==> src/sv/cli_pkg.sv <==
`timescale 1ns / 1ps
// ----------------------------------------------------------------------------
// cli_pkg
// Shared types and constants of the circular list block: item layouts,
// operation and status codes, controller states and free map commands.
// ----------------------------------------------------------------------------
package cli_pkg;

   localparam int DEFAULT_CAPACITY = 16;
   localparam int VALUE_W          = 32;
   localparam int LENGTH_W         = 5;

   typedef enum logic [1:0] {
      OP_INS_FRONT = 2'd0,
      OP_INS_END   = 2'd1,
      OP_DELETE    = 2'd2,
      OP_NONE      = 2'd3
   } op_type;

   typedef enum logic [1:0] {
      STAT_OK        = 2'd0,
      STAT_NOT_FOUND = 2'd1,
      STAT_EMPTY     = 2'd2,
      STAT_FULL      = 2'd3
   } status_type;

   typedef enum logic [2:0] {
      S_IDLE,
      S_DISPATCH,
      S_SCAN,
      S_LINK_TAIL,
      S_WALK
   } state_type;

   typedef struct packed {
      logic [1:0]                op;
      logic signed [VALUE_W-1:0] value;
   } req_type;

   typedef struct packed {
      status_type          status;
      logic [LENGTH_W-1:0] length;
   } rsp_type;

   // Commands from the controller to the free slot map.
   typedef struct packed {
      logic scan_clear;
      logic scan_next;
      logic take;
      logic release_slot;
   } free_cmd_type;

endpackage

==> src/sv/cli_ram.sv <==
`timescale 1ns / 1ps
// ----------------------------------------------------------------------------
// cli_ram
// Generic single write port, single read port RAM with a registered read.
// ----------------------------------------------------------------------------
module cli_ram #(
   parameter int WIDTH = 32,
   parameter int DEPTH = 16,
   localparam int AW   = (DEPTH > 1) ? $clog2(DEPTH) : 1
) (
   input  logic             clock,
   input  logic             we,
   input  logic [AW-1:0]    waddr,
   input  logic [WIDTH-1:0] wdata,
   input  logic [AW-1:0]    raddr,
   output logic [WIDTH-1:0] rdata
);

   logic [WIDTH-1:0] mem [DEPTH];
   logic [WIDTH-1:0] rdata_ff;

   always_ff @(posedge clock) begin
      if (we) begin
         mem[waddr] <= wdata;
      end
      rdata_ff <= mem[raddr];
   end

   assign rdata = rdata_ff;

endmodule

==> src/sv/cli_free.sv <==
`timescale 1ns / 1ps
// ----------------------------------------------------------------------------
// cli_free
// Free slot map. One bit per slot, set when the slot is free, and a scan
// pointer that steps through the map one slot per cycle while the scan_next
// command is given, to find the lowest free slot.
// ----------------------------------------------------------------------------
module cli_free #(
   parameter int CAPACITY = cli_pkg::DEFAULT_CAPACITY,
   localparam int SW      = $clog2(CAPACITY)
) (
   input  logic                  clock,
   input  logic                  reset,
   input  cli_pkg::free_cmd_type cmd,
   input  logic [SW-1:0]         rel_idx,
   output logic [SW-1:0]         scan_idx,
   output logic                  scan_hit
);
   import cli_pkg::*;

   logic [CAPACITY-1:0] free_ff;
   logic [CAPACITY-1:0] free_in;
   logic [SW-1:0]       scan_ff;
   logic [SW-1:0]       scan_in;

   always_comb begin
      free_in = free_ff;
      scan_in = scan_ff;
      if (cmd.scan_clear) begin
         scan_in = '0;
      end else if (cmd.scan_next) begin
         scan_in = scan_ff + SW'(1);
      end
      if (cmd.take) begin
         free_in[scan_ff] = 1'b0;
      end
      if (cmd.release_slot) begin
         free_in[rel_idx] = 1'b1;
      end
   end

   always_ff @(posedge clock) begin
      if (reset) begin
         free_ff <= '1;
         scan_ff <= '0;
      end else begin
         free_ff <= free_in;
         scan_ff <= scan_in;
      end
   end

   assign scan_idx = scan_ff;
   assign scan_hit = free_ff[scan_ff];

endmodule

==> src/sv/circular_list_insert_delete.sv <==
`timescale 1ns / 1ps
// ----------------------------------------------------------------------------
// circular_list_insert_delete
// Bounded circular singly linked list of signed values kept in a value RAM
// and a link RAM, with a free slot map and a tail pointer.
// ----------------------------------------------------------------------------
//  Channel   Ports                     Handshake
//  request   start, busy, req_item     taken when start is high and busy low
//  response  rsp_valid, rsp_item       one-cycle strobe, cannot be held off
//
//  An insert scans the free map one slot per cycle for the lowest free
//  slot, then links the new entry behind the tail (skipped at an empty list).
//  A delete walks from the head to a match or the last entry; the walk
//  reads one link per cycle from the link RAM. Full, empty and unused op
//  items end in the dispatch state. The registered response strobe comes in
//  the cycle after the last cycle of the item; busy is low in that cycle.
//  Reset marks every slot free and empties the list; the RAMs are not swept.
// ----------------------------------------------------------------------------
module circular_list_insert_delete #(
   parameter int CAPACITY = cli_pkg::DEFAULT_CAPACITY
) (
   input  logic             clock,
   input  logic             reset,
   input  logic             start,
   output logic             busy,
   input  cli_pkg::req_type req_item,
   output logic             rsp_valid,
   output cli_pkg::rsp_type rsp_item
);
   import cli_pkg::*;

   localparam int SW = $clog2(CAPACITY);
   localparam int CW = $clog2(CAPACITY + 1);
   localparam logic [CW-1:0] CAP_C = CW'(CAPACITY);

   state_type           state_ff, state_in;
   op_type              op_ff, op_in;
   logic [VALUE_W-1:0]  value_ff, value_in;
   logic [CW-1:0]       count_ff, count_in;
   logic [SW-1:0]       tail_ff, tail_in;
   logic [SW-1:0]       prev_ff, prev_in;
   logic [SW-1:0]       cur_ff, cur_in;
   logic [SW-1:0]       walk_ff, walk_in;
   logic [SW-1:0]       head_ff, head_in;
   logic [SW-1:0]       slot_ff, slot_in;
   logic                rsp_valid_ff, rsp_valid_in;
   rsp_type             rsp_ff, rsp_in;

   logic [SW-1:0]       rd_addr;
   logic                val_we;
   logic [SW-1:0]       val_wa;
   logic [VALUE_W-1:0]  val_rdata;
   logic                lnk_we;
   logic [SW-1:0]       lnk_wa;
   logic [SW-1:0]       lnk_wd;
   logic [SW-1:0]       lnk_rdata;

   free_cmd_type        free_cmd;
   logic [SW-1:0]       scan_idx;
   logic                scan_hit;

   logic                match;
   logic                last_entry;

   cli_ram #(.WIDTH(VALUE_W), .DEPTH(CAPACITY)) u_value_ram (
      .clock (clock),
      .we    (val_we),
      .waddr (val_wa),
      .wdata (value_ff),
      .raddr (rd_addr),
      .rdata (val_rdata)
   );

   cli_ram #(.WIDTH(SW), .DEPTH(CAPACITY)) u_link_ram (
      .clock (clock),
      .we    (lnk_we),
      .waddr (lnk_wa),
      .wdata (lnk_wd),
      .raddr (rd_addr),
      .rdata (lnk_rdata)
   );

   cli_free #(.CAPACITY(CAPACITY)) u_free (
      .clock    (clock),
      .reset    (reset),
      .cmd      (free_cmd),
      .rel_idx  (cur_ff),
      .scan_idx (scan_idx),
      .scan_hit (scan_hit)
   );

   assign match      = (val_rdata == value_ff);
   assign last_entry = ({{(CW-SW){1'b0}}, walk_ff} == (count_ff - CW'(1)));

   always_comb begin : next_state
      state_in = state_ff;
      unique case (state_ff)
         S_IDLE: begin
            if (start) begin
               state_in = S_DISPATCH;
            end
         end
         S_DISPATCH: begin
            unique case (op_ff)
               OP_INS_FRONT, OP_INS_END: begin
                  state_in = (count_ff >= CAP_C) ? S_IDLE : S_SCAN;
               end
               OP_DELETE: begin
                  state_in = (count_ff == '0) ? S_IDLE : S_WALK;
               end
               OP_NONE: begin
                  state_in = S_IDLE;
               end
            endcase
         end
         S_SCAN: begin
            if (scan_hit) begin
               state_in = (count_ff == '0) ? S_IDLE : S_LINK_TAIL;
            end
         end
         S_LINK_TAIL: begin
            state_in = S_IDLE;
         end
         S_WALK: begin
            if (match || last_entry) begin
               state_in = S_IDLE;
            end
         end
         default: begin
            state_in = S_IDLE;
         end
      endcase
   end

   always_comb begin : datapath
      op_in        = op_ff;
      value_in     = value_ff;
      count_in     = count_ff;
      tail_in      = tail_ff;
      prev_in      = prev_ff;
      cur_in       = cur_ff;
      walk_in      = walk_ff;
      head_in      = head_ff;
      slot_in      = slot_ff;
      rsp_valid_in = 1'b0;
      rsp_in       = rsp_ff;
      rd_addr      = tail_ff;
      val_we       = 1'b0;
      val_wa       = scan_idx;
      lnk_we       = 1'b0;
      lnk_wa       = scan_idx;
      lnk_wd       = head_ff;
      free_cmd     = '0;

      unique case (state_ff)
         S_IDLE: begin
            // The link of the tail is read every idle cycle, so it is ready
            // in the cycle after an item is taken.
            if (start) begin
               op_in    = op_type'(req_item.op);
               value_in = req_item.value;
            end
         end
         S_DISPATCH: begin
            rd_addr = lnk_rdata;
            unique case (op_ff)
               OP_INS_FRONT, OP_INS_END: begin
                  if (count_ff >= CAP_C) begin
                     rsp_valid_in = 1'b1;
                     rsp_in       = '{status: STAT_FULL, length: LENGTH_W'(count_ff)};
                  end else begin
                     head_in             = lnk_rdata;
                     free_cmd.scan_clear = 1'b1;
                  end
               end
               OP_DELETE: begin
                  if (count_ff == '0) begin
                     rsp_valid_in = 1'b1;
                     rsp_in       = '{status: STAT_EMPTY, length: LENGTH_W'(count_ff)};
                  end else begin
                     prev_in = tail_ff;
                     cur_in  = lnk_rdata;
                     walk_in = '0;
                  end
               end
               OP_NONE: begin
                  rsp_valid_in = 1'b1;
                  rsp_in       = '{status: STAT_OK, length: LENGTH_W'(count_ff)};
               end
            endcase
         end
         S_SCAN: begin
            if (scan_hit) begin
               free_cmd.take = 1'b1;
               val_we        = 1'b1;
               lnk_we        = 1'b1;
               slot_in       = scan_idx;
               if (count_ff == '0) begin
                  // A lone entry links to itself and is its own tail.
                  lnk_wd       = scan_idx;
                  tail_in      = scan_idx;
                  count_in     = count_ff + CW'(1);
                  rsp_valid_in = 1'b1;
                  rsp_in       = '{status: STAT_OK, length: LENGTH_W'(count_in)};
               end
            end else begin
               free_cmd.scan_next = 1'b1;
            end
         end
         S_LINK_TAIL: begin
            lnk_we = 1'b1;
            lnk_wa = tail_ff;
            lnk_wd = slot_ff;
            if (op_ff == OP_INS_END) begin
               tail_in = slot_ff;
            end
            count_in     = count_ff + CW'(1);
            rsp_valid_in = 1'b1;
            rsp_in       = '{status: STAT_OK, length: LENGTH_W'(count_in)};
         end
         S_WALK: begin
            rd_addr = lnk_rdata;
            if (match) begin
               free_cmd.release_slot = 1'b1;
               count_in              = count_ff - CW'(1);
               if (count_ff == CW'(1)) begin
                  tail_in = '0;
               end else begin
                  lnk_we = 1'b1;
                  lnk_wa = prev_ff;
                  lnk_wd = lnk_rdata;
                  if (cur_ff == tail_ff) begin
                     tail_in = prev_ff;
                  end
               end
               rsp_valid_in = 1'b1;
               rsp_in       = '{status: STAT_OK, length: LENGTH_W'(count_in)};
            end else if (last_entry) begin
               rsp_valid_in = 1'b1;
               rsp_in       = '{status: STAT_NOT_FOUND, length: LENGTH_W'(count_ff)};
            end else begin
               prev_in = cur_ff;
               cur_in  = lnk_rdata;
               walk_in = walk_ff + SW'(1);
            end
         end
         default: begin
            rsp_valid_in = 1'b0;
         end
      endcase
   end

   always_ff @(posedge clock) begin
      if (reset) begin
         state_ff     <= S_IDLE;
         count_ff     <= '0;
         tail_ff      <= '0;
         rsp_valid_ff <= 1'b0;
      end else begin
         state_ff     <= state_in;
         count_ff     <= count_in;
         tail_ff      <= tail_in;
         rsp_valid_ff <= rsp_valid_in;
      end
   end

   always_ff @(posedge clock) begin
      op_ff    <= op_in;
      value_ff <= value_in;
      prev_ff  <= prev_in;
      cur_ff   <= cur_in;
      walk_ff  <= walk_in;
      head_ff  <= head_in;
      slot_ff  <= slot_in;
      rsp_ff   <= rsp_in;
   end

   assign busy      = (state_ff != S_IDLE);
   assign rsp_valid = rsp_valid_ff;
   assign rsp_item  = rsp_ff;

`ifndef SYNTHESIS
   a_count_bound: assert property (@(posedge clock) disable iff (reset)
      count_ff <= CAP_C)
      else $error("entry count above capacity");

   a_accept_dispatch: assert property (@(posedge clock) disable iff (reset)
      (start && !busy) |=> (state_ff == S_DISPATCH))
      else $error("accepted item did not reach dispatch");

   a_rsp_after_work: assert property (@(posedge clock) disable iff (reset)
      rsp_valid_ff |-> ($past(state_ff) != S_IDLE))
      else $error("response without an item in progress");

   a_walk_bound: assert property (@(posedge clock) disable iff (reset)
      (state_ff == S_WALK) |-> ({{(CW-SW){1'b0}}, walk_ff} < count_ff))
      else $error("delete walk ran past the list length");

   a_scan_finds_slot: assert property (@(posedge clock) disable iff (reset)
      (state_ff == S_SCAN) |-> (count_ff < CAP_C))
      else $error("free slot scan with a full list");
`endif

endmodule

==> config.mk <==
export PLATFORM = sky130hd
export DESIGN_NAME = circular_list_insert_delete
export DESIGN_NICKNAME = d
export VERILOG_FILES = /design/src/sv/cli_pkg.sv /design/src/sv/cli_ram.sv /design/src/sv/cli_free.sv /design/src/sv/circular_list_insert_delete.sv
export SDC_FILE = /design/constraint.sdc
export NUM_CORES = 1
export LEC_CHECK = 0
export ABC_AREA = 1
export ABC_CLOCK_PERIOD_IN_PS = 9100
export CAP_MARGIN = 40
export CORE_MARGIN = 4
export CORE_UTILIZATION = 40
export DETAILED_ROUTE_END_ITERATION = 8
export DONT_BUFFER_PORTS = 1
export GPL_TIMING_DRIVEN = 0
export HOLD_SLACK_MARGIN = 0.03
export PLACE_DENSITY = 0.61
export SYNTH_ARGS = -nofsm -noshare
export SYNTH_HDL_FRONTEND = slang
export SYNTH_SLANG_ARGS = --single-unit
==> constraint.sdc <==
create_clock -name clock -period 9.1 [get_ports clock]
set_clock_uncertainty 0.1 [all_clocks]
set_input_delay 0.455 -clock clock [delete_from_list [all_inputs] [get_ports clock]]
set_output_delay 0.455 -clock clock [all_outputs]
set_load 0.02 [all_outputs]
Yosys cells after proc, flatten, opt, wreduce, memory -nomap -nowiden
Memory sizes are Yosys's and may differ from the RTL's. A register that Yosys moved wholly into a read port is not among the register bits.
Cells that the tools add are included.
{"block": "op_classes", "add_sub_neg": 4, "n_lt_le_gt_ge": 5, "eq_ne": 25, "muxes": 82, "n_bitwise": 4, "reduce_logical": 21}
{"op": "$mux 4", "count": 25}
{"op": "$mux 7", "count": 6}
{"op": "$eq 32x32->1", "count": 1}
{"op": "$mux 16", "count": 2}
{"op": "$pmux 4 s2", "count": 4}
{"op": "$pmux 7 s4", "count": 1}
{"op": "$pmux 4 s3", "count": 2}
{"op": "$mux 1", "count": 22}
{"op": "$pmux 7 s3", "count": 1}
{"op": "$ne 2x2->1 const B", "count": 9}
{"op": "$and 16x16->16", "count": 1}
{"op": "$not 16->16", "count": 1}
{"op": "$or 16x16->16", "count": 1}
{"op": "$mux 5", "count": 3}
{"op": "$pmux 5 s3", "count": 1}
{"op": "$mux 3", "count": 4}
{"op": "$ne 3x3->1 const B", "count": 4}
{"op": "$pmux 3 s4", "count": 1}
{"op": "$reduce_and 6->1", "count": 2}
{"op": "$lt 4x5->1 const B", "count": 2}
{"op": "$pmux 3 s3", "count": 1}
{"op": "$add 4x1->4 const B", "count": 2}
{"op": "$demux 1 s4", "count": 2}
{"op": "$ge 4x1->1 const B", "count": 2}
{"op": "other kinds (30)", "count": 41}
{"block": "totals", "reg_bits": 94, "ramBits": 576, "in_bits": 37, "out_inout_bits": 9, "elab_cells": 158, "mem_count": 2}
{"name": "u_value_ram.mem", "words": 16, "width": 32, "read_ports": 1, "rd_ports_with_merged_regs": 1, "write_ports": 1, "line_no": "cli_ram.sv:19", "source": "logic [WIDTH-1:0] mem [DEPTH];"}
{"name": "u_link_ram.mem", "words": 16, "width": 4, "read_ports": 1, "rd_ports_with_merged_regs": 1, "write_ports": 1, "line_no": "cli_ram.sv:19"}

Longest topological paths before layout
{"block": "depth", "word_depth": 9, "ltp_mapped": 15}

Cells and area by module
A second synthesis with hierarchy kept.
{"block": "hier_totals", "hier_cells": 3021, "hier_area_um2": 30803.3}
{"mod": "cli_ram (u_value_ram)", "instances": 1, "cells_each": 2120, "area_per_inst_um2": 22730.6}
{"mod": "circular_list_insert_delete", "instances": 1, "cells_each": 434, "area_per_inst_um2": 3971.3}
{"mod": "cli_ram (u_link_ram)", "instances": 1, "cells_each": 290, "area_per_inst_um2": 2966.6}
{"mod": "cli_free", "instances": 1, "cells_each": 177, "area_per_inst_um2": 1134.8}

Least setup slack after synthesis
No wires, ideal clock.
{"block": "synth_timing", "path_kind": "reg2reg", "from": "register u_free.scan_ff[0], in the netlist u_free.scan_idx[0]", "to": "memory u_value_ram.mem[0][0] (enable)", "setup_ns": 0.421, "arrival_ns": 2.981, "t_required_ns": 8.579, "path_slack_ns": 5.598, "path_stages_with_launch": 12, "path_buffers": 1, "synth_period_minus_slack_ns": 3.502, "cell_sequence": "dfxtp_1 > buf_2 > nor2_1 > nor2_1 > o21ai_0 > nand2_1 > nand2_1 > nand2_1 > nor2_1 > nor2_1 > nand2_1 > nor2_1"}
{"block": "synth_via", "elab_chain_len": 6}
{"element": "start, declared", "line_no": "cli_free.sv:23", "source": "logic [SW-1:0] scan_ff;"}
{"element": "start signal, assigned", "line_no": "cli_free.sv:48", "source": "scan_ff <= scan_in;"}
{"element": "$bmux 1 s4", "line_no": "cli_free.sv:53", "source": "assign scan_hit = free_ff[scan_ff];"}
{"element": "$mux 1 (not written as such)", "line_no": "cli_free.sv:53"}
{"element": "$mux 1", "line_no": "circular_list_insert_delete.sv:193", "source": "if (scan_hit) begin"}
{"element": "$mux 1", "line_no": "circular_list_insert_delete.sv:155", "source": "unique case (state_ff)"}
{"element": "named net u_value_ram.we", "line_no": "cli_ram.sv:12", "source": "input logic we,"}
{"element": "$mux 1", "line_no": "cli_ram.sv:23", "source": "if (we) begin"}
{"element": "$mux 1 (not written as such)", "line_no": "cli_ram.sv:24", "source": "mem[waddr] <= wdata;"}
{"element": "end, declared", "line_no": "cli_ram.sv:19"}
The timed path passes the listed nets, and every way through them passes these cells. The select of a mux whose other input is x is not followed.

Final worst setup path
{"block": "layout_timing", "from": "register value_ff[28]", "to": "memory u_link_ram.mem[14][2] in the netlist's numbering, data pin"}
{"block": "layout_via", "elab_chain_len": 3}
{"element": "start, declared", "line_no": "circular_list_insert_delete.sv:38", "source": "logic [VALUE_W-1:0] value_ff, value_in;"}
{"element": "start signal, assigned", "line_no": "circular_list_insert_delete.sv:269", "source": "value_ff <= value_in;"}
{"element": "$eq 32x32->1", "line_no": "circular_list_insert_delete.sv:92", "source": "assign match = (val_rdata == value_ff);"}
{"element": "$mux 4", "line_no": "circular_list_insert_delete.sv:223", "source": "if (match) begin"}
{"element": "$pmux 4 s3", "line_no": "circular_list_insert_delete.sv:155"}
{"element": "named net lnk_wd[2]", "line_no": "circular_list_insert_delete.sv:55", "source": "logic [SW-1:0] lnk_wd;"}
{"element": "end, declared", "line_no": "cli_ram.sv:19"}
The timed path passes the listed nets, and every way through them passes these cells.

==> impl_metrics.yaml <==
critical_path:
  slowest_delay_ns: 0.63
  critPathLaunchType: "flip-flop"
  cp_cell_sequence: "xnor2_1 -> nand2_1 -> nor2_1 -> nand2_1 -> nor2_1 -> nand2_1 -> buf_2 -> nor2_1 -> nand2_1 -> nand3_1 -> nand4_1"
  cp.required_ns: 9.08
  slowest_stage: "edfxtp_1"
  cpMostUsedCell: "nand2_1"
  crit_arrival_ns: 4.18
  cp.depth: 11
  cp_max_fo: 17
  worstSetupEndpointType: "flip-flop"
  crit_family: "simple AND/OR/NAND/NOR gates"
  path_buf_inv: 1
  rr_worst_depth: 11
  criticalPathCategory: "reg2reg"
  worstReg2RegStart: "value_ff[28]"
  cp-startpoint: "value_ff[28]"
clock_tree:
  htree_levels: 3
  post_cts_resized: 0
  cts.sinks: 706
  cts_tree: "done"
  post_cts_buffers: 0
  ctsHoldBuffers: 34
  cts_root_buf: "clkbuf_16"
  path_clk_slew_ns: 0.06
  cts_max_path_buffers: 3
  numCtsBuffers: 76
  clk_latency_ns: 0.64
drt:
  drtPass1Iterations: 6
  drt-total-wl_um: 82300
  routedWlPerCell_um: 24.5
  via_per_inst: 5.60
  num_vias: 18790
  drt-initial-drc-count: 2293
  ant_nets: 0
  drc: 0
placement:
  placement.io_buffers: 0
  place_congestion: 0.841
  placed_cells: 3181
  dp_slack_ns: 4.98
  dp_hpwl_um: 54800
grt:
  grt_overflow: 0
  antenna_found_initial: 0
  grt_pass1_wl_um: 121000
  grt_pass1_vias: 18641
  grt_start_max_net_pins: 23
  grt_usage: 0.217
timing:
  setup_viol: 0
  max_slew_margin: 0.350
  fmaxAchievable_mhz: 238
  rsz0062_at_grt: "false"
  tightest_slew_ns: 0.974
  final-hold-violation-count: 0
  period_needed_ns: 4.20
  worst_slack_ns: 4.90
  post-route-period-util: 0.461
  final_max_slew_viol_count: 0
  holdWs_ns: 0.106
  final.setup.tns_ns: 0
yosys:
  yosys_warnings: 0
  synth-seq-cells: 706
  ys_seq_area_frac: 0.720
  syn-num-nets: 2262
  synth_area_mm2: 0.0285
  ys_top_cells_by_area: "edfxtp_1, o211ai_1, dfxtp_1"
  synthCells: 2216
  postSynth.asyncResetShare: 0
  synth_area_leader_cell: "edfxtp_1"
  synth_cell_types: 32
  synth_edf_count: 637
  ys_dominant_reg_cell: "edfxtp_1"
  syn_avg_cell_area_um2: 12.9
  netlist.area_leader.share: 0.671
power_and_ir_drop:
  power.leakage_uw: 0.0107
  ir_worst_vdd_mv: 0.127
  power_per_cell_area_mw_per_mm2: 237
die:
  die_h_um: 275
  core_area_mm2: 0.0704
  rows: 97
  boundaryPins: 46
  fp.dieW_um: 275
  start_util: 0.405
  dieArea_mm2: 0.0756
job:
  drv_cap: 0
hold_path:
  hp-start: "start"
  hold_path_class: "in2reg"
  holdPathStages: 4
cells_and_area:
  nets: 2399
  fillerInstances: 6218
  diodes: 0
  layout-drive-gt1-share: 0.151
  fin_util: 0.470
  area_growth_pct: 16.1
  final-instance-count-excl-fill: 3355
run_status:
  status: "finished clean"
[sequential cells by signal (all words and copies together), names as in the netlist, 5 cells and up]
register	cells
value_ff	32
u_value_ram.mem	512
u_link_ram.mem	64
count_ff	5
rsp_item	7
u_free.free_ff	16
u_value_ram.rdata	32
[cells in the mapped netlist, types with 3 or more instances]
master    number
a21oi_1       17
buf_2         53
clkbuf_1      69
dfxtp_1       69
edfxtp_1     637
ha_1           9
inv_1         85
inv_2          5
nand2_1      219
nand3_1      112
nand4_1       11
nor2_1       233
nor2_2         4
o211ai_1     303
o21ai_0      158
o21ai_1       38
o21ai_2        3
or2_1          4
or2_2        140
xnor2_1       27
xor2_1         8
[placed cells by master, fill, tap and decap left out, types with 5 or more instances in the layout]
| cell type | count |
|---|---|
| edfxtp_1 | 637 |
| o211ai_1 | 303 |
| nand2_1 | 219 |
| nor2_1 | 216 |
| o21ai_0 | 158 |
| or2_2 | 140 |
| nand3_1 | 112 |
| clkbuf_1 | 90 |
| inv_1 | 85 |
| clkbuf_16 | 79 |
| dfxtp_1 | 69 |
| buf_2 | 54 |
| o21ai_1 | 38 |
| dlygate4sd3_1 | 34 |
| xnor2_1 | 27 |
| a21oi_1 | 17 |
| nor2_4 | 17 |
| buf_12 | 13 |
| clkinv_2 | 12 |
| nand4_1 | 11 |
| clkbuf_8 | 10 |
| ha_1 | 9 |
| xor2_1 | 8 |
| clkinv_1 | 8 |
| buf_16 | 6 |
| inv_2 | 5 |
[worst paths after layout]
check | slack, ns | endpoint
worst max-delay path | 4.90 | u_link_ram.mem[14][2]
worst max register to register | 4.90 | u_link_ram.mem[14][2]
worst min-delay path | 0.11 | state_ff[1]
worst min register to register | 0.39 | u_free.free_ff[14]
[metrics by stage]
stage	total power, uW	instance area, um^2
2_1_floorplan	4410	28500
3_3_place_gp	4830	29700
3_5_place_dp	4860	30300
4_1_cts	7890	33100
5_1_grt	8140	33100
6_report	7850	33100
[worst register-to-register path: stages, from the launching register on]
cell      delay [ns]
edfxtp_1        0.63
xnor2_1         0.35
nand2_1         0.20
nor2_1          0.12
nand2_1         0.06
nor2_1          0.58
nand2_1         0.23
buf_2           0.26
nor2_1          0.31
nand2_1         0.09
nand3_1         0.09
nand4_1         0.63
[report_power, final]
group | switching [uW] | leakage [uW] | internal (uW)
Clock | 1280 | 0.00119 | 1760
Sequential | 101 | 0.00633 | 3660
Combinational | 728 | 0.00321 | 327
Total | 2110 | 0.0107 | 5750
[kinds of logic (layout without fill, tap and decap cells)]
kind of cell,count (synthesis),in the layout,share of synthesized area
xor+xnor,35,35,0.0108
buf+inv,215,414,0.0310
flops,706,706,0.720
fa+ha+maj,9,9,0.00395
simple gates,728,728,0.115
compound gates,523,523,0.119
[area by class of cell]
type / count / area [um^2] / share of cell area
multi-input combinational: 1295 / 7240 / 0.219
clock buffer: 110 / 2190 / 0.0663
tap: 940 / 1180 / 0.0355
clock inverter: 30 / 256 / 0.00775
timing repair buffer: 59 / 838 / 0.0253
inverter: 91 / 342 / 0.0103
buffer: 124 / 543 / 0.0164
sequential: 706 / 20500 / 0.620
[routing by layer]
metal  GRT usage  vias to the layer above  share of wire
met5           0                        -              0
met4      0.0717                        0          0.028
met3      0.0401                      169          0.087
met2       0.353                      835           0.47
met1       0.298                     9346           0.41
li1            -                     8440              -
Power figures use the tool's default switching activity.
